`config.mk`:
```
export PLATFORM = sky130hd
export DESIGN_NAME = rvb_queue
export DESIGN_NICKNAME = d
export VERILOG_FILES = /design/src/rtl/rvb_queue.sv
export SDC_FILE = /design/constraint.sdc
export NUM_CORES = 1
export LEC_CHECK = 0
export ABC_AREA = 0
export BUFFER_PORTS_ARGS = -buffer_cell sky130_fd_sc_hd__buf_2
export CAP_MARGIN = 30
export CORE_MARGIN = 2
export CORE_UTILIZATION = 43
export CTS_CLUSTER_SIZE = 14
export DETAILED_ROUTE_END_ITERATION = 7
export SLEW_MARGIN = 20
export SYNTH_ARGS = -nofsm -noshare
export SYNTH_HDL_FRONTEND = slang
export SYNTH_SLANG_ARGS = --single-unit
```
`constraint.sdc`:
```
create_clock -name clk -period 1.95 [get_ports clk]
set_input_delay 0.0975 -clock clk [delete_from_list [all_inputs] [get_ports clk]]
set_output_delay 0.0975 -clock clk [all_outputs]
set_load 0.02 [all_outputs]
```
`src/rtl/rvb_queue.sv`:
```
// Short queue between the front end and the back end.
// No dependencies.
`default_nettype none
module rvb_queue #(
	parameter int W = 8,
	parameter int DEPTH = 8,
	parameter int SLACK = 3
) (
	input  wire logic         clk,
	input  wire logic         arst_n,
	input  wire logic         push,
	input  wire logic [W-1:0] push_data,
	input  wire logic         pop,
	output logic [W-1:0]      pop_data,
	output logic              empty,
	output logic              near_full
);
	localparam int AW = $clog2(DEPTH);

	logic [W-1:0] mem [0:DEPTH-1];
	logic [AW-1:0] wr_q, rd_q;
	logic [AW:0] cnt_q;
	logic do_pop;

	assign empty     = (cnt_q == '0);
	assign near_full = (cnt_q >= (AW+1)'(DEPTH - SLACK));
	assign do_pop    = pop && !empty;
	assign pop_data  = mem[rd_q];

	always_ff @(posedge clk) begin
		if (push) begin
			mem[wr_q] <= push_data;
		end
	end

	always_ff @(posedge clk or negedge arst_n) begin
		if (!arst_n) begin
			wr_q  <= '0;
			rd_q  <= '0;
			cnt_q <= '0;
		end else begin
			if (push) begin
				wr_q <= wr_q + 1'b1;
			end
			if (do_pop) begin
				rd_q <= rd_q + 1'b1;
			end
			cnt_q <= cnt_q + (AW+1)'(push) - (AW+1)'(do_pop);
		end
	end
endmodule
`default_nettype wire

```
; After elaboration in Yosys (flattened, before gate mapping)
; Memory sizes are Yosys's and may differ from the RTL's.
; Cells that the tools add are included.
[totals]
mem_count = 1
elab_cells = 14
regBits = 10
ramBits = 64
output_inout_bits = 10
inputBits = 12
[op_classes]
order_cmp = 1
n_mux = 2
n_addsub = 4
n_reduce_logical = 3
[memory_table]
columns = memory, words, width, rd, rd_clocked_by_memory_dff, write_ports, line_no
row1 = mem, 8, 8, 1, 0, 1, 20  ; logic [W-1:0] mem [0:DEPTH-1];
[ops]
columns = cell, n
row1 = $add A3 B1 Y3 const B, 2
row2 = $add A4 B1 Y4, 1
row3 = $ge A4 B3 Y1 const B, 1
row4 = $logic_not A4 Y1, 1
row5 = $sub A4 B1 Y4, 1
row6 = $mux W1, 2
row7 = $logic_and A1 B1 Y1, 1
row8 = $logic_not A1 Y1, 1

; Longest topological paths before layout
; Gate-level depths: netlist of the first run.
[logic_depth]
ltp_word = 4
depth_mapped = 11
ltp_nobuf = 11

; Worst setup path before layout of the first run
; No wires, ideal clock.
[synth_path]
path_kind = reg-to-reg
start = register cnt_q[2]
end = register cnt_q[2]
slack_ps = -625
period_less_slack_ps = 2575
setup_ps = 122
stages_incl_launch_ff = 11
t_arrival_ps = 2453
path_buffers = 0
required_ps = 1828
path_cell_list = dfrtp_1 -> inv_1 -> ha_1 -> nor3b_1 -> nand2b_1 -> inv_1 -> ha_1 -> inv_1 -> ha_1 -> fa_1 -> xor2_1
[synth_via]
elab_chain_len = 4
word_cells_on_any_way = 5
cone_classes = add/sub (2) / reduce/logical (3)
[synth_rtl]
columns = element, line_no
row1 = start: declaration, 22  ; logic [AW:0] cnt_q;
row2 = start signal: assignment, 48  ; cnt_q <= cnt_q + (AW+1)'(push) - (AW+1)'(do_pop);
row3 = $logic_not A4 Y1, 25  ; assign empty = (cnt_q == '0);
row4 = named net empty, 15  ; output logic empty,
row5 = $logic_not A1 Y1, 27  ; assign do_pop = pop && !empty;
row6 = $logic_and A1 B1 Y1, 27
row7 = named net do_pop, 23  ; logic do_pop;
row8 = $sub A4 B1 Y4, 48
; The timed path passes the listed nets, and every way through them passes these cells.
; A chain may end at the register's enable or synchronous reset.

; Final worst setup path of the first run
[layout_path]
start = register cnt_q[2]
end = register cnt_q[2]
[layout_via]
elab_chain_len = 4
word_cells_on_any_way = 5
cone_classes = add/sub (2) / reduce/logical (3)
[layout_rtl]
columns = element, line_no
row1 = $logic_not A4 Y1, 25
row2 = $logic_not A1 Y1, 27
row3 = $logic_and A1 B1 Y1, 27
row4 = named net do_pop, 23
row5 = $sub A4 B1 Y4, 48
; The timed path passes the listed nets, and every way through them passes these cells.

==> impl_metrics.ini, run 1 <==
[status]
status = finished with violations
violations = setup timing

[route]
antenna_left = 0
routed_wirelength_um = 5460
detail_route.wl_per_cell_um = 18.0
vias = 1496
vias_per_cell = 4.94
drc = 0
drt_iter0_drc = 120
firstDrtPassIters = 4

[die]
design.portCount = 22
core_um2 = 6830
die_h_um = 88.3
rows = 30
die-width_um = 88.3
die_area_um2 = 7790
start_util = 0.447

[clock_network]
cts_buffer_depth = 2
numClockSinks = 74
root_buffer = clkbuf_8
clk_pin_slew_ns = 0.07
h-tree-depth = 3
numCtsBuffers = 9
tritoncts = yes
clkLatencyLatePin_ns = 0.34

[cells_and_area]
layoutNonFillerInstCount = 303
design_area_um2 = 3730
n_fill_cell = 575
area_delta_synth_final_pct = 22.0
layout-drive-gt1-share = 0.483
antennaDiodeCount = 0
fin_nets = 224

[critical_path]
worstPathArrival_ns = 2.23
critPathSlowestCell = dfrtp_1
startpoint_type = flop
worstPathMaxFanout = 2
end_kind = flop
cpPeakStageDelay_ns = 0.39
critical-path-top-delay-family = adder cells
required_ns = 2.17
setup.worst_path.class = reg2reg
crit_chain = inv_2 -> ha_4 -> nor3b_4 -> nand2b_4 -> inv_2 -> ha_4 -> inv_2 -> ha_4 -> fa_2 -> xor2_1
path_buf_inv = 3

[place]
gp_congestion = 0.733
place_hpwl_um = 3610
port_buffers = 21
dpl_cell_area_um2 = 3460
dp_cells = 283

[power_and_ir_drop]
ir_drop_mv = 0.784
cellPowerDensity_nw_per_um2 = 1560
power_leakage_nw = 1.38

[logic_synthesis]
synth_edf_count = 64
ys_seq_area_frac = 0.711
synthArstFlopShare = 0.135
yosys_warnings = 0
synth_area_leader_cell = edfxtp_1
synth.area.top_cells = edfxtp_1 63%, mux4_1 14%, dfrtp_1 8.2%
synth.distinct_cells = 22
syn_avg_cell_area_um2 = 20.5
syn_inst = 149
synth_area_um2 = 3050
synth-seq-cells = 74
syn-num-nets = 170
synth_top_area_frac = 0.630
synthTopCellsByCount = 64 x edfxtp_1, 16 x mux4_1, 10 x dfrtp_1, 10 x mux2_2, 8 x ha_1
synthMostInstantiatedCell = edfxtp_1
ys.flop_type = edfxtp_1

[sta]
finalClockSkew_ns = 0.00417
final-setup-viol-count = 2
rsz0062_at_grt = true
hold_violations = 0
tightest_slew_ns = 0.670
max_freq_ghz = 0.498
post-route-period-util = 1.03
finalSetupTns_ns = -0.0750
layout_setup_ws_ns = -0.0576
slew_viol_final = 0
fin_crit_ns = 2.01
relSlewSlack = 0.553

[grt]
grt_pass1_wl_um = 8600
grt_usage = 0.158
antenna_found_initial = 0
grt_pass1_vias = 1649
grt_max_degree = 13
grt-ovfl-total = 0

[min_path]
min_path_type = in2reg

[flow_run]
drv_cap = 0
## worst register-to-register path: stages, from the launching register on
cell and delay (ns):
dfrtp_1 0.39, inv_2 0.08, ha_4 0.12, nor3b_4 0.18, nand2b_4 0.16, inv_2 0.04, ha_4 0.25, inv_2 0.04
ha_4 0.15, fa_2 0.36, xor2_1 0.15
## power by group
group | internal, mW | switching [mW]
sequential | 2.04 | 0.245
clock | 0.582 | 0.536
combinational | 1.36 | 1.04
## worst paths after layout
| kind | start | end | slack [ns] | cells past startpoint |
|---|---|---|---|---|
| min in group asynchronous | arst_n | cnt_q[2]$_DFF_PN0_ | 0.16 | 2 |
| worst max register to register | cnt_q[2]$_DFF_PN0_ | cnt_q[2]$_DFF_PN0_ | -0.06 | 10 |
| worst min-delay path | push_data[1] | mem[4][1]$_DFFE_PP_ | 0.03 | 1 |
| worst min register to register | wr_q[2]$_DFFE_PN0P_ | wr_q[2]$_DFFE_PN0P_ | 0.50 | 1 |
| max in group asynchronous | arst_n | rd_q[0]$_DFFE_PN0P_ | 1.57 | 2 |
| worst max-delay path | cnt_q[2]$_DFF_PN0_ | cnt_q[2]$_DFF_PN0_ | -0.06 | 10 |
## per-stage QoR
stage	power, mW	setup WS, ns	util	hold WS [ns]
2_1_floorplan	3.58	-0.205	-	-0.198
3_3_place_gp	4.15	-0.0100	0.507	-0.0274
3_5_place_dp	4.22	-0.0730	0.507	-0.0175
4_1_cts	5.87	-0.0754	0.549	0.0145
5_1_grt	6.12	-0.127	0.545	0.0210
6_report	5.81	-0.0576	0.545	0.0302
## cells by family after synthesis
| family | synth area share |
|---|---|
| simple gates | 0.0287 |
| xor+xnor | 0.0172 |
| flops | 0.711 |
| mux | 0.175 |
| fa+ha+maj | 0.0393 |
| compound gates | 0.00574 |
| buf+inv | 0.0229 |
## layout by cell type (no fill, tap or decap), drive strengths merged
| cell | n |
|---|---|
| edfxtp | 64 |
| buf | 47 |
| mux4 | 16 |
| clkbuf | 10 |
| dfrtp | 10 |
| mux2 | 10 |
| ha | 8 |
| nor2 | 7 |
| inv | 7 |
| nand2 | 5 |
| xor2 | 4 |
| nand2b | 4 |
| clkinv | 3 |
| nor3 | 2 |
| xnor2 | 2 |
| nor3b | 1 |
| a21o | 1 |
| a21oi | 1 |
| o21ai | 1 |
| fa | 1 |
| clkinvlp | 1 |
| bufinv | 1 |
| dlygate4sd3 | 1 |
## registers in the layout, indices dropped and copies added (netlist names)
signal,cells
cnt_q,4
mem,64
rd_q,3
wr_q,3
## layout make-up
| class | count | area [µm²] | area share |
|---|---|---|---|
| clock inverters | 5 | 56.3 | 0.0151 |
| inverters | 7 | 26.3 | 0.00705 |
| flip-flops and latches | 74 | 2170 | 0.583 |
| well taps | 96 | 120 | 0.0322 |
| multi-input cells | 63 | 843 | 0.226 |
| clock buffers | 10 | 128 | 0.0343 |
| repair buffers | 48 | 379 | 0.102 |
## per-layer routing
layer,part of all wire,track usage,wire [µm],vias to the layer above
met4,0.012,0.0716,65,0
met3,0.029,0.0457,159,5
met1,0.46,0.205,2510,783
met5,0,0,0,-
li1,-,-,-,684
met2,0.50,0.249,2730,24
## repair_timing
action                                  in CTS  in global routing
buffers inserted                             5                  1
hold endpoints to repair                    10                  0
cloned                                       1                  0
endpoints found under the setup margin      11                 11
resized for setup                           41                 12
hold buffers                                 1                  0
pin swaps                                    1                  4
No activity file was read; power rests on OpenSTA's default activity.
==> inputs of run 2 (changes only) <==
ABC_AREA = 1   (was 0)
==> impl_metrics.ini, run 2 <==
[place]
gp_congestion = 0.727
place_hpwl_um = 4560
place_ws_ns = -0.0734
port_buffers = 21

[logic_synthesis]
yosys_warnings = 0
synth_top_area_frac = 0.558
synth.distinct_cells = 19
synthMostInstantiatedCell = nand2_1
ys.flop_type = edfxtp_1
syn_inst = 346
syn_avg_cell_area_um2 = 9.95
syn-num-nets = 367
synth_area_leader_cell = edfxtp_1
synth_edf_count = 64
synth_area_um2 = 3440
synthTopCellsByCount = 109 x nand2_1, 78 x inv_1, 64 x edfxtp_1
ys_seq_area_frac = 0.631
synthArstFlopShare = 0.135
synth-seq-cells = 74
synth.area.top_cells = edfxtp_1 56%, nand2_1 12%, inv_1 8.5%

[status]
status = finished, final reports clean

[route]
vias_per_cell = 4.62
detail_route.wl_per_cell_um = 13.9
antenna_left = 0
drc = 0
routed_wirelength_um = 6820
drt_iter0_drc = 118
firstDrtPassIters = 4
vias = 2272

[grt]
grt_pass1_wl_um = 11200
grt_usage = 0.171
antenna_found_initial = 0
grt_pass1_vias = 2299
grt_max_degree = 34
grt-ovfl-total = 0

[critical_path]
crit_chain = inv_2 -> ha_4 -> nand2_2 -> nand2_2 -> inv_2 -> ha_4 -> inv_2 -> ha_4 -> fa_2 -> xor2_1
reg2reg_depth = 10
cpPeakStageDelay_ns = 0.40
critPathSlowestCell = dfrtp_1
startpoint_type = flop
end_kind = flop
cp.depth = 10
worstPathArrival_ns = 2.08
setup.worst_path.class = reg2reg
required_ns = 2.17
critical-path-top-delay-family = adder cells
worstPathMaxFanout = 3
path_buf_inv = 3

[sta]
hold_violations = 0
rsz0062_at_grt = false
tightest_slew_ns = 0.506
post-route-period-util = 0.953
finalClockSkew_ns = 0.00817
fin_hold_ws_ns = 0.0479
layout_setup_ws_ns = 0.0908
final-setup-viol-count = 0
fin_crit_ns = 1.86
relSlewSlack = 0.663
max_freq_ghz = 0.538
slew_viol_final = 0

[clock_network]
clk_pin_slew_ns = 0.08
tritoncts = yes
numClockSinks = 74
cts_buffer_depth = 2
h-tree-depth = 3
clkLatencyLatePin_ns = 0.34
numCtsBuffers = 9
root_buffer = clkbuf_8

[cells_and_area]
area_delta_synth_final_pct = 14.0
layout-drive-gt1-share = 0.192
n_fill_cell = 701
final_cell_mix = 107 x nand2_1, 74 x inv_1, 64 x edfxtp_1
fin_nets = 407
mostFrequentLayoutCell = nand2_1
top_regs = mem (64), cnt_q (4)
antennaDiodeCount = 0
largest_reg_flops = 64
top_register = mem

[die]
rows = 32
die_h_um = 93.5
design.portCount = 22
start_util = 0.445
die_area_um2 = 8740
die-width_um = 93.5
core_um2 = 7730

[flow_run]
drv_cap = 0

[power_and_ir_drop]
cellPowerDensity_nw_per_um2 = 1370
power_leakage_nw = 1.87
ir_drop_mv = 0.616

[min_path]
min_path_type = in2reg
hold_path_depth = 1
==> run 2: changes by cell type after synthesis, moves of 4 or more <==
cell      previous run  this run
buf_4                0         4
buf_6                1         5
inv_1                7        78
mux2_2              10         0
mux4_1              16         0
nand2_1              5       109
nand2_2              0        10
nand2b_1             4         0
nand3_1              0        33
==> run 2: per-stage QoR <==
| stage | total power, mW | TNS, ns | std cells | area [µm²] | util |
|---|---|---|---|---|---|
| floorplan | 3.77 | 0 | 346 | 3440 | - |
| finish | 5.37 | 0 | 492 | 3920 | 0.508 |
| detailed placement | 4.31 | -0.0734 | 473 | 3690 | 0.478 |
| global placement | 4.25 | 0 | 473 | 3690 | 0.478 |
| CTS | 5.31 | 0 | 490 | 3860 | 0.500 |
| global route | 5.80 | 0 | 492 | 3920 | 0.508 |
==> run 2: worst paths after layout <==
path	end	startpoint	slack [ns]
max	cnt_q[2]$_DFF_PN0_	cnt_q[2]$_DFF_PN0_	0.09
min	mem[0][1]$_DFFE_PP_	push_data[1]	0.05
max reg2reg	cnt_q[2]$_DFF_PN0_	cnt_q[2]$_DFF_PN0_	0.09
min reg2reg	wr_q[0]$_DFFE_PN0P_	wr_q[0]$_DFFE_PN0P_	0.54
max in group asynchronous	rd_q[0]$_DFFE_PN0P_	arst_n	1.59
min in group asynchronous	wr_q[1]$_DFFE_PN0P_	arst_n	0.15
==> run 2: routing by layer <==
metal | part of all wire | global-route usage | vias to the layer above
met2 | 0.49 | 0.279 | 27
met1 | 0.47 | 0.225 | 1096
li1 | - | - | 1140
met5 | 0 | 0 | -
met3 | 0.027 | 0.0371 | 9
met4 | 0.015 | 0.0650 | 0
==> run 2: worst register-to-register path: stages, from the launching register on <==
cell,delay [ns]
dfrtp_1,0.40
inv_2,0.09
ha_4,0.13
nand2_2,0.06
nand2_2,0.08
inv_2,0.05
ha_4,0.25
inv_2,0.04
ha_4,0.15
fa_2,0.36
xor2_1,0.15
==> run 2: logic make-up (layout without fill, tap and decap cells) <==
kind of cell	after synthesis	after routing	synth area share
adder cells (fa/ha/maj)	9	9	0.0349
flip-flops	74	74	0.631
XOR/XNOR	5	5	0.0127
AO/OA/AOI/OAI	5	5	0.00727
buffers and inverters	91	135	0.117
AND/OR/NAND/NOR	162	162	0.197
==> run 2: repair_timing <==
| action | CTS | global route |
|---|---|---|
| pin swaps | 0 | 2 |
| endpoints found under the setup margin | 1 | 10 |
| endpoints found under the hold margin | 10 | 0 |
| hold buffers | 1 | 0 |
| buffers inserted | 1 | 2 |
| resized for setup | 2 | 11 |
==> run 2: report_power, final <==
part	switching, mW	leakage [nW]	internal (mW)	total (mW)
clock network	0.531	0.0762	0.452	0.983
logic	1.40	1.09	0.799	2.20
registers	0.210	0.699	1.97	2.18
total	2.14	1.87	3.22	5.37
==> run 2: final cells by class <==
class	instances	area (µm²)	area share
tap	102	128	0.0325
multi-input combinational	181	911	0.232
clock buffer	12	135	0.0344
timing repair buffer	40	250	0.0638
clock inverter	3	17.5	0.00447
inverter	80	308	0.0785
sequential	74	2170	0.554
