**src/rtl/rvb_pkg.sv**
```systemverilog
// Shared types and constants of the radial value brush.
// No dependencies.
`default_nettype none
package rvb_pkg;
	localparam int RADIUS_W = 12;
	localparam int HARD_W   = 17;
	localparam int INT_W    = 9;
	localparam int COORD_W  = 16;

	localparam logic [HARD_W-1:0] HARD_ONE = 17'h10000;
	localparam logic [RADIUS_W-1:0] RADIUS_RESET = 12'd1;
	localparam logic signed [INT_W-1:0] INT_RESET = 9'sd20;
	localparam logic signed [INT_W-1:0] INT_MIN = -9'sd255;
	localparam logic signed [INT_W-1:0] INT_BAD = 9'h100;

	localparam logic [2:0] REG_CENTER_X = 3'd0;
	localparam logic [2:0] REG_CENTER_Y = 3'd1;
	localparam logic [2:0] REG_RADIUS   = 3'd2;
	localparam logic [2:0] REG_HARDNESS = 3'd3;
	localparam logic [2:0] REG_INTENSITY = 3'd4;

	typedef struct packed {
		logic              touched;
		logic signed [9:0] hue;
		logic [7:0]        sat;
		logic [7:0]        val;
	} meta_t;
endpackage
`default_nettype wire

```
**src/rtl/rvb_front.sv**
```systemverilog
// Front end: offsets from the brush center, window test, squared distance.
// Depends on rvb_pkg.
`default_nettype none
module rvb_front #(
	parameter int RW = 12
) (
	input  wire logic                         clk,
	input  wire logic                         arst_n,
	input  wire logic                         in_valid,
	input  wire logic [rvb_pkg::COORD_W-1:0]  pixel_x,
	input  wire logic [rvb_pkg::COORD_W-1:0]  pixel_y,
	input  wire logic signed [9:0]            hue_in,
	input  wire logic [7:0]                   sat_in,
	input  wire logic [7:0]                   value_in,
	input  wire logic [rvb_pkg::COORD_W-1:0]  center_x,
	input  wire logic [rvb_pkg::COORD_W-1:0]  center_y,
	input  wire logic [RW-1:0]                radius,
	output logic                              out_valid,
	output rvb_pkg::meta_t                    out_meta,
	output logic [2*RW:0]                     out_sum
);
	import rvb_pkg::*;

	logic signed [17:0] dx, dy, rs;
	logic [17:0] adx, ady;
	logic inx, iny;
	logic [2*RW-1:0] rr_q;

	logic v_s1, v_s2, v_s3;
	meta_t m_s1, m_s2, m_s3;
	logic in_s1, in_s2;
	logic [RW-1:0] adx_s1, ady_s1;
	logic [2*RW-1:0] sqx_s2, sqy_s2;
	logic [2*RW:0] sum_w, sum_s3;

	assign dx  = $signed({2'b00, pixel_x}) - $signed({2'b00, center_x});
	assign dy  = $signed({2'b00, pixel_y}) - $signed({2'b00, center_y});
	assign rs  = $signed({{(18-RW){1'b0}}, radius});
	assign inx = (dx >= -rs) && (dx < rs);
	assign iny = (dy >= -rs) && (dy < rs);
	assign adx = dx[17] ? 18'(-dx) : 18'(dx);
	assign ady = dy[17] ? 18'(-dy) : 18'(dy);
	assign sum_w = {1'b0, sqx_s2} + {1'b0, sqy_s2};

	always_ff @(posedge clk or negedge arst_n) begin
		if (!arst_n) begin
			v_s1 <= 1'b0;
			v_s2 <= 1'b0;
			v_s3 <= 1'b0;
		end else begin
			v_s1 <= in_valid;
			v_s2 <= v_s1;
			v_s3 <= v_s2;
		end
	end

	always_ff @(posedge clk) begin
		rr_q <= radius * radius;
		m_s1 <= '{touched: 1'b0, hue: hue_in, sat: sat_in, val: value_in};
		in_s1 <= inx && iny;
		adx_s1 <= adx[RW-1:0];
		ady_s1 <= ady[RW-1:0];
		m_s2 <= m_s1;
		in_s2 <= in_s1;
		sqx_s2 <= adx_s1 * adx_s1;
		sqy_s2 <= ady_s1 * ady_s1;
		m_s3 <= '{touched: in_s2 && (sum_w <= {1'b0, rr_q}), hue: m_s2.hue,
			sat: m_s2.sat, val: m_s2.val};
		sum_s3 <= sum_w;
	end

	assign out_valid = v_s3;
	assign out_meta  = m_s3;
	assign out_sum   = sum_s3;
endmodule
`default_nettype wire

```
**config.mk**
```make
export PLATFORM = sky130hd
export DESIGN_NAME = rvb_front
export DESIGN_NICKNAME = d
export VERILOG_FILES = /design/src/rtl/rvb_pkg.sv /design/src/rtl/rvb_front.sv
export SDC_FILE = /design/constraint.sdc
export NUM_CORES = 1
export LEC_CHECK = 0
export ABC_AREA = 1
export BUFFER_PORTS_ARGS = -buffer_cell sky130_fd_sc_hd__buf_2
export CAP_MARGIN = 10
export CORE_AREA = 2 2 238 240
export CTS_CLUSTER_DIAMETER = 80
export DETAILED_ROUTE_END_ITERATION = 10
export DIE_AREA = 0 0 240 242
export RECOVER_POWER = 100
export REMOVE_ABC_BUFFERS = 1
export SLEW_MARGIN = 20
export SYNTH_ARGS = -nofsm -noshare
export SYNTH_HDL_FRONTEND = slang
export SYNTH_SLANG_ARGS = --single-unit
```
**constraint.sdc**
```tcl
create_clock -name clk -period 4.75 [get_ports clk]
set_input_delay 0.475 -clock clk [delete_from_list [all_inputs] [get_ports clk]]
set_output_delay 0.475 -clock clk [all_outputs]
set_load 0.01 [all_outputs]
```
* Yosys cells after proc, flatten, opt, wreduce, memory -nomap -nowiden
Cells that the tools add are included.
** Word-level totals
- Output and inout bits :: 53
- Word-level logic and storage cells :: 41
- Bits in registers :: 205
** Cells by class
- Multipliers :: 3
- Muxes and demuxes :: 2
- Reduce and logical (&&, ||, !) cells :: 4
- Order comparisons :: 5
- Add/sub/neg operators :: 6
** Operators by type and width (number)
- $mul A12 B12 Y24 :: 3
- $ge A17 B18 Y1 :: 2
- $lt A17 B13 Y1 :: 2
- $sub A16 B16 Y17 :: 2
- $add A24 B24 Y25 :: 1
- $le A25 B24 Y1 :: 1
- $mux W12 :: 2
- $neg A12 Y12 :: 2
- $neg A12 Y18 :: 1
- $logic_and A1 B1 Y1 :: 4

* Logic depth before layout (Yosys ltp)
Gate-level depths: netlist (run 1).
- Depth after elaboration :: 4
- Depth in mapped cells :: 27

* Least setup slack after synthesis (run 1)
No wires, ideal clock.
- Kind :: input-to-reg
- Start :: in radius[11]
- End :: reg rr_q[19]
- Stages on the path :: 17
- Arrival time :: 4982 ps
- Setup slack :: -355 ps
- Setup time :: 123 ps
- Required time :: 4627 ps
- Path buffers :: 2
- Cells stage by stage :: clkbuf_1 > buf_1 > nand2_1 > fa_1 > inv_1 > fa_1 > fa_1 > fa_1 > inv_1 > fa_1 > inv_1 > ha_1 > a21oi_1 > o21ai_0 > a21oi_1 > o21bai_1 > xor2_1
** On the way
- Word-level cells in the longest chain between the ends :: 1
** RTL lines
- from (decl) :: line rvb_front.sv:17 : input wire logic [RW-1:0] radius,
- $mul A12 B12 Y24 :: line rvb_front.sv:58 : rr_q <= radius * radius;
- to (signal assigned) :: line rvb_front.sv:58
- to (decl) :: line rvb_front.sv:27 : logic [2*RW-1:0] rr_q;
Every way passes these cells.

* Final worst setup path (run 1)
- Start :: reg adx_s1[3]
- End :: reg sqx_s2[18]
** On the way
- Word-level cells in the longest chain between the ends :: 1
** RTL lines
- from (decl) :: line rvb_front.sv:32 : logic [RW-1:0] adx_s1, ady_s1;
- from (signal assigned) :: line rvb_front.sv:61 : adx_s1 <= adx[RW-1:0];
- $mul A12 B12 Y24 :: line rvb_front.sv:65 : sqx_s2 <= adx_s1 * adx_s1;
- to (signal assigned) :: line rvb_front.sv:65
- to (decl) :: line rvb_front.sv:33 : logic [2*RW-1:0] sqx_s2, sqy_s2;
Every way passes these cells.

==> impl_metrics.yaml, run 1 <==
run_status:
  status: "complete, no violations"
logic_synthesis:
  synth.cell_area_mm2: 0.0220
  ys_seq_area_share_pct: 18.4
  synthMuxAreaShare_pct: 0
  synth_edf_count: 0
  avgSynthCellArea_um2: 7.95
  async_flop_share_pct: 1.49
  synth-simple-area-share_pct: 15.9
  synth_top_family_by_area: "adder cells"
  synth_fa_ha_area_share_pct: 40.1
  synth_compound_area_share_pct: 6.69
  synthXorXnorAreaFrac_pct: 5.81
  synth_warnings: 0
  synth_seq_cells: 202
  syn_inst: 2768
  synthFlopType: "dfxtp_1"
  synth_cell_types: 41
setup_path:
  worstPathArrival_ns: 5.04
  endpoint: "sqx_s2[18]$_DFF_P_"
  r2r_end: "sqx_s2[18]$_DFF_P_"
  regToRegSetupSlack_ns: 0.13
  cp_max_fo: 6
  r2r_cells: 19
  crit_path_start: "adx_s1[3]$_DFF_P_"
  path_class: "reg2reg"
  startpoint_type: "flop"
  cp_data_required_time_ns: 5.17
  endpoint_kind: "flop"
  r2r-start: "adx_s1[3]$_DFF_P_"
sta:
  fmax_mhz: 217
  hold_violations: 0
  grt_setup_unrepaired: "true"
  worst_pin_slew_ns: 0.799
  period_share_pct: 97.2
  slew_headroom_pct: 46.7
  finalSetupViolCount: 0
  min_period_ns: 4.62
  fin_ws_ns: 0.132
  slew_violations: 0
  fin_worst_skew_ns: 0.0249
placed_design:
  place_congestion: 0.941
  dp.cells: 3852
  postPlaceCellArea_mm2: 0.0252
  hpwl_mm: 45.0
  port_buffers: 157
  dp_slack_ns: -0.288
global_route:
  grt_use_total_pct: 18.2
  grt_pass1_vias: 17842
  grt_pass1_wl_mm: 86.2
  antenna_found_initial: 0
  gr-total-overflow: 0
  grt_max_degree: 17
final_layout:
  utilization_pct: 47.8
  layout_common_cells: "inv_1, nand2_1, ha_1"
  fin_cells: 3921
  syn2layout_area_growth_pct: 21.2
  final_common_cell: "inv_1"
  drive_gt1_share_pct: 16.0
  fin_area_mm2: 0.0267
  fin_nets: 3812
  n_antenna_cell: 0
floorplanning:
  initial_utilization_pct: 39.5
  die_area_mm2: 0.0581
  row_count: 87
  coreArea_mm2: 0.0557
  fp.dieH_um: 242
  fp.dieW_um: 240
  io-pin-count: 158
clock_network:
  cts_htree_levels: 1
  insertion_delay_ns: 0.55
  cts_buffers: 23
  cts_root_buf: "clkbuf_16"
  cts.reportedPaths.clkPinSlew_ns: 0.07
  cts_sinks: 202
  clockBufferDepth: 3
  cts_tree: "done"
routing:
  postRouteAntennaNets: 0
  post_drt_via_cell_ratio: 4.52
  routed_wl_mm: 52.1
  routedWlPerCell_um: 13.3
  post-route-drc-count: 0
  vias: 17709
  first_pass_iters: 6
  drt-initial-drc-count: 719
flow_run:
  max_cap_violations: 0
hold_path:
  hp-class: "in2reg"
[stage by stage]
stage                     TNS (ns)  hold slack (ns)
after floorplan            -0.0263            0.179
after detailed placement     -3.36            0.271
after CTS                 -0.00850          0.00760
final                            0           0.0379
after global placement       -2.89            0.271
after global routing        -0.248           0.0133
[logic make-up after synthesis]
family	count (synthesis)
compound gates	263
xor+xnor	140
fa+ha+maj	559
buf+inv	762
flops	202
simple gates	842
[what timing repair did]
action	4_1_cts	5_1_grt
pin swaps	5	43
hold endpoints to repair	27	0
hold buffers	25	0
endpoints found under the setup margin	15	25
setup buffers	1	2
gates resized for setup	29	114
cloned	0	0
[worst min path at each step]
stage | startpoint | depth (start not counted) | endpoint
after global placement | arst_n | 1 | out_valid$_DFF_PN0_
after global routing | hue_in[3] | 1 | m_s1[19]$_DFF_P_
final | hue_in[3] | 1 | m_s1[19]$_DFF_P_
after floorplan | arst_n | 0 | out_valid$_DFF_PN0_
after CTS | hue_in[3] | 1 | m_s1[19]$_DFF_P_
after detailed placement | arst_n | 1 | out_valid$_DFF_PN0_
[metal layers]
metal | global-route usage [%] | share of wire (%) | vias to the layer above
met1 | 23.8 | 46 | 8163
met4 | 4.91 | 2.7 | 0
met3 | 1.86 | 3.6 | 56
met5 | 0 | 0 | -
met2 | 31.6 | 48 | 313
li1 | - | - | 9177
[worst max-delay path, stage by stage, from the launching register on]
cell	delay, ns
dfxtp_4	0.40
nand2_2	0.07
fa_1	0.52
buf_4	0.16
fa_1	0.48
inv_2	0.04
fa_1	0.47
fa_1	0.51
inv_1	0.05
fa_1	0.51
inv_2	0.05
ha_4	0.22
a21oi_4	0.16
nor2_2	0.06
a211oi_2	0.20
o21ai_2	0.11
a21boi_2	0.25
o21ai_1	0.11
nand2_1	0.07
nand2_1	0.05
[cells in the mapped netlist, types with 6 or more instances]
library cell / number / share of area [%]
o21bai_1: 11 / 0.38
nor3_1: 23 / 0.52
a21o_1: 11 / 0.38
nand2_1: 561 / 9.6
o21ai_0: 57 / 1.3
o211ai_1: 6 / 0.20
o21ai_1: 9 / 0.20
nand3_2: 6 / 0.27
dfxtp_1: 199 / 18
nand4_1: 32 / 0.91
nor2_1: 111 / 1.9
nand3_1: 77 / 1.8
a31oi_1: 6 / 0.17
xor2_2: 7 / 0.52
nor4_1: 8 / 0.23
inv_1: 718 / 12
a21oi_1: 141 / 3.2
o31ai_1: 7 / 0.24
ha_1: 315 / 18
nand2_2: 8 / 0.23
clkbuf_1: 40 / 0.68
xnor2_1: 43 / 1.7
xor2_1: 90 / 3.6
fa_1: 244 / 22
[final cells by class]
class / count / area, µm²
multi-input cells: 1804 / 15500
flip-flops and latches: 202 / 4120
clock buffers: 28 / 614
clock inverters: 14 / 173
repair buffers: 398 / 2640
well taps: 756 / 946
inverters: 719 / 2700
fillers: 5543 / 29100
[registers in the layout (all words and copies together) (netlist names)]
| signal | cells |
|---|---|
| out_valid | 1 |
| out_sum | 25 |
| ady_s1 | 12 |
| v_s1 | 1 |
| out_meta | 27 |
| in_s1 | 1 |
| sqy_s2 | 23 |
| sqx_s2 | 23 |
| adx_s1 | 12 |
| m_s1 | 26 |
| m_s2 | 26 |
| v_s2 | 1 |
| in_s2 | 1 |
| rr_q | 23 |
Power of run 1 is left out: the tool's default activity adds up to more than one toggle a clock period on the data nets, which glitch-free logic cannot reach.
==> inputs of run 2 (changes only) <==
--- a/config.mk
+++ b/config.mk
@@ -12,8 +12,8 @@
 export CTS_CLUSTER_DIAMETER = 80
 export DETAILED_ROUTE_END_ITERATION = 10
 export DIE_AREA = 0 0 240 242
+export PLACE_DENSITY = 0.63
 export RECOVER_POWER = 100
-export REMOVE_ABC_BUFFERS = 1
 export SLEW_MARGIN = 20
 export SYNTH_ARGS = -nofsm -noshare
 export SYNTH_HDL_FRONTEND = slang
==> impl_metrics.yaml, run 2 (same netlist as run 1, synthesis figures left out) <==
run_status:
  status: "complete, no violations"
hold_path:
  worstHoldStart: "sat_in[7]"
  hp-class: "in2reg"
global_route:
  grt_use_total_pct: 18.0
  grt_pass1_wl_mm: 85.4
  gr-total-overflow: 0
  met2_usage_pct: 31.2
  grt_max_degree: 15
  use_met3_pct: 1.86
  antenna_found_initial: 0
  top_usage_layer: "met2"
  grt_use_met1_pct: 24.0
  grt_pass1_vias: 17640
clock_network:
  cts_root_buf: "clkbuf_16"
  insertion_delay_ns: 0.54
  cts_htree_levels: 1
  cts_buffers: 25
  cts_tree: "done"
  cts_sinks: 202
  cts.reportedPaths.clkPinSlew_ns: 0.06
  clockBufferDepth: 3
floorplanning:
  fp.dieW_um: 240
  initial_utilization_pct: 39.5
  die_area_mm2: 0.0581
  fp.dieH_um: 242
  coreArea_mm2: 0.0557
  io-pin-count: 158
  row_count: 87
sta:
  period_share_pct: 97.7
  setup_tns_ns: 0
  fmax_mhz: 215
  grt_setup_unrepaired: "true"
  hold_violations: 0
  fin_worst_skew_ns: 0.0121
  worst_pin_slew_ns: 0.598
  slew_violations: 0
  finalSetupViolCount: 0
  slew_headroom_pct: 60.0
  min_period_ns: 4.64
  fin_ws_ns: 0.108
routing:
  vias: 17773
  postRouteAntennaNets: 0
  first_pass_iters: 5
  drt-initial-drc-count: 698
  post_drt_via_cell_ratio: 4.58
  post-route-drc-count: 0
  routed_wl_mm: 51.9
  routedWlPerCell_um: 13.4
setup_path:
  crit_path_start: "adx_s1[5]$_DFF_P_"
  path_class: "reg2reg"
  regToRegSetupSlack_ns: 0.11
  cpPeakStageDelay_ns: 0.51
  worstPathArrival_ns: 5.06
  crit_slowest_cell: "fa_1"
  cp_cell_sequence: "buf_12 -> nand2_4 -> fa_1 -> buf_4 -> fa_1 -> inv_1 -> fa_1 -> fa_1 -> inv_1 -> fa_1 -> inv_2 -> ha_4 -> a21oi_2 -> nor2_1 -> a211oi_2 -> o21ai_2 -> a21boi_2 -> o21ai_1 -> nand2_1 -> nand2_1"
  critPathTopFamily: "adder cells"
  endpoint_kind: "flop"
  crit_top_cell: "fa_1"
  startpoint_type: "flop"
  worst-path-buf-inv: 5
  cp_max_fo: 5
  cp_data_required_time_ns: 5.17
  r2r-start: "adx_s1[5]$_DFF_P_"
final_layout:
  n_fill_cell: 5555
  n_antenna_cell: 0
  syn2layout_area_growth_pct: 19.3
  layout_common_cells: "inv_1, nand2_1, ha_1"
  drive_gt1_share_pct: 14.7
  final_common_cell: "inv_1"
  largest_reg_flops: 27
  fin_nets: 3767
placed_design:
  hpwl_mm: 45.1
  dp_slack_ns: -0.199
  port_buffers: 157
  place_congestion: 0.913
flow_run:
  max_cap_violations: 0
logic_synthesis:
  syn-num-nets: 3432
run 2: layout make-up:
class                   count  area (µm²)  share of cell area [%]
well taps                 756         946                    3.60
clock buffers              33         686                    2.61
multi-input cells        1804       15400                    58.6
clock inverters            12         228                   0.868
inverters                 719        2700                    10.3
repair buffers            351        2200                    8.37
flip-flops and latches    202        4120                    15.7
run 2: final timing paths:
check	end	depth (start not counted)
setup reg to reg	sqx_s2[18]$_DFF_P_	20
setup / recovery	sqx_s2[18]$_DFF_P_	20
max in group asynchronous	out_valid$_DFF_PN0_	2
hold / removal	m_s1[15]$_DFF_P_	1
min in group asynchronous	v_s1$_DFF_PN0_	2
hold reg to reg	m_s2[1]$_DFF_P_	0
run 2: layer usage:
| layer | share of wire (%) | up-vias |
|---|---|---|
| met5 | 0 | - |
| met4 | 2.0 | 0 |
| met3 | 4.0 | 66 |
| met2 | 48 | 344 |
| met1 | 46 | 8284 |
| li1 | - | 9079 |
run 2: worst reg2reg max path: cells and delay by family (launching register included):
kind            cells  cell delay, ns
flops               1            0.36
compound gates      5            0.88
fa+ha+maj           6            2.63
buf+inv             5            0.43
simple gates        4            0.25
run 2: what timing repair did:
| action | 4_1_cts | 5_1_grt |
|---|---|---|
| gates resized for setup | 14 | 78 |
| hold endpoints to repair | 3 | 0 |
| setup buffers | 1 | 11 |
| setup endpoints to repair | 9 | 24 |
| pin swaps | 2 | 36 |
| hold buffers | 1 | 0 |
run 2: stage by stage:
step	utilization (%)	hold slack, ns	area [µm²]	std cells
2_1_floorplan	-	0.179	22200	2768
3_3_place_gp	44.9	0.270	25000	3819
3_5_place_dp	44.9	0.271	25000	3819
4_1_cts	46.6	0.00258	26000	3866
5_1_grt	47.1	0.00357	26200	3877
6_report	47.1	0.0331	26200	3877
Power of run 2 is left out for the same reason.
==> inputs of run 3 (changes only) <==
--- a/config.mk
+++ b/config.mk
@@ -8,11 +8,13 @@
 export ABC_AREA = 1
 export BUFFER_PORTS_ARGS = -buffer_cell sky130_fd_sc_hd__buf_2
 export CAP_MARGIN = 10
+export CELL_PAD_IN_SITES_DETAIL_PLACEMENT = 1
+export CELL_PAD_IN_SITES_GLOBAL_PLACEMENT = 1
 export CORE_AREA = 2 2 238 240
 export CTS_CLUSTER_DIAMETER = 80
 export DETAILED_ROUTE_END_ITERATION = 10
 export DIE_AREA = 0 0 240 242
-export PLACE_DENSITY = 0.63
+export PLACE_DENSITY = 0.79
 export RECOVER_POWER = 100
 export SLEW_MARGIN = 20
 export SYNTH_ARGS = -nofsm -noshare
==> impl_metrics.yaml, run 3 (same netlist as run 1, synthesis figures left out) <==
routing:
  vias: 19266
  post-route-drc-count: 0
  postRouteAntennaNets: 0
  routedWlPerCell_um: 18.2
  drt-initial-drc-count: 628
  routed_wl_mm: 71.5
  post_drt_via_cell_ratio: 4.91
  first_pass_iters: 5
floorplanning:
  io-pin-count: 158
  row_count: 87
  die_area_mm2: 0.0581
  initial_utilization_pct: 39.5
  coreArea_mm2: 0.0557
  fp.dieH_um: 242
  fp.dieW_um: 240
sta:
  grt_setup_unrepaired: "true"
  period_share_pct: 105
  slew_headroom_pct: 15.4
  worst_pin_slew_ns: 1.27
  hold_violations: 0
  slew_violations: 0
  setup_tns_ns: -1.75
  fin_worst_skew_ns: 0.0263
  finalSetupViolCount: 15
  min_period_ns: 5.01
  fin_ws_ns: -0.256
  fmax_mhz: 200
final_layout:
  final_common_cell: "inv_1"
  largest_reg_flops: 27
  utilization_pct: 48.4
  fin_nets: 3814
  layout_common_cells: "inv_1, nand2_1, ha_1"
  n_antenna_cell: 0
  syn2layout_area_growth_pct: 22.5
  fin_cells: 3922
  drive_gt1_share_pct: 18.0
setup_path:
  path_class: "reg2reg"
  startpoint_type: "flop"
  r2r_end: "sqy_s2[15]$_DFF_P_"
  crit_path_start: "ady_s1[4]$_DFF_P_"
  cp_max_fo: 4
  endpoint_kind: "flop"
  regToRegSetupSlack_ns: -0.26
  cp_data_required_time_ns: 5.21
  r2r_cells: 20
  worstPathArrival_ns: 5.46
  r2r-start: "ady_s1[4]$_DFF_P_"
global_route:
  antenna_found_initial: 1
  gr-total-overflow: 0
  grt_pass1_wl_mm: 109
  grt_use_total_pct: 23.2
  grt_max_degree: 16
  grt_pass1_vias: 21506
logic_synthesis:
  syn-num-nets: 3432
clock_network:
  cts_htree_levels: 1
  cts_root_buf: "clkbuf_16"
  cts_buffers: 22
  clockBufferDepth: 3
  insertion_delay_ns: 0.55
  cts.reportedPaths.clkPinSlew_ns: 0.07
  cts_sinks: 202
  cts_tree: "done"
placed_design:
  dp_slack_ns: -0.417
  place_congestion: 0.900
  hpwl_mm: 58.3
  port_buffers: 157
  dp.cells: 3855
hold_path:
  worstHoldEndpoint: "m_s1[19]$_DFF_P_"
  hp-class: "in2reg"
  worstHoldStart: "hue_in[3]"
  hold_depth: 1
flow_run:
  max_cap_violations: 0
run_status:
  status: "finished with violations"
  failed_checks: "negative setup slack"
-- run 3: worst max path at each step --
stage               cells past startpoint  slack (ns)                 end
finish                                 20       -0.26  sqy_s2[15]$_DFF_P_
CTS                                    22       -0.04  sqy_s2[18]$_DFF_P_
global route                           21       -0.38  sqy_s2[17]$_DFF_P_
detailed placement                     18       -0.42    rr_q[21]$_DFF_P_
global placement                       18       -0.35    rr_q[21]$_DFF_P_
floorplan                              17       0.006    rr_q[19]$_DFF_P_
-- run 3: what timing repair did --
item | 4_1_cts | 5_1_grt
setup endpoints to repair | 23 | 28
hold buffers | 1 | 0
resized for setup | 72 | 163
hold endpoints to repair | 3 | 0
pin swaps | 29 | 76
buffers inserted | 8 | 19
-- run 3: layer usage --
metal | track usage (%) | vias to the layer above | wire [µm]
li1 | - | 9160 | -
met1 | 27.6 | 9553 | 28800
met2 | 43.6 | 394 | 37500
met3 | 2.02 | 159 | 2070
met4 | 7.42 | 0 | 3070
met5 | 0 | - | 0
-- run 3: critical path, cell delays in order (launching register included) --
cell	delay, ns
dfxtp_4	0.35
buf_4	0.16
nand2_2	0.07
inv_1	0.05
fa_1	0.48
fa_1	0.53
inv_1	0.07
fa_1	0.57
inv_1	0.07
fa_1	0.49
inv_1	0.06
fa_1	0.50
inv_2	0.06
ha_4	0.32
nand2_4	0.07
nor2_4	0.13
buf_4	0.13
nand4_1	0.08
o21a_2	0.28
o21ai_2	0.20
xor2_1	0.23
-- run 3: through the flow --
step           hold slack [ns]  instance area [µm²]
3_3_place_gp             0.267                25300
3_5_place_dp             0.274                25300
2_1_floorplan            0.179                22200
5_1_grt                 0.0145                27000
4_1_cts                 0.0113                26300
6_report                0.0357                27000
-- run 3: layout make-up --
type | count | area, µm²
Timing Repair Buffer | 401 | 2600
Fill cell | 6900 | 28800
Inverter | 719 | 2700
Clock inverter | 14 | 223
Sequential cell | 202 | 4130
Tap cell | 756 | 946
Clock buffer | 26 | 566
Multi-Input combinational cell | 1804 | 15800
Power of run 3 is left out for the same reason.
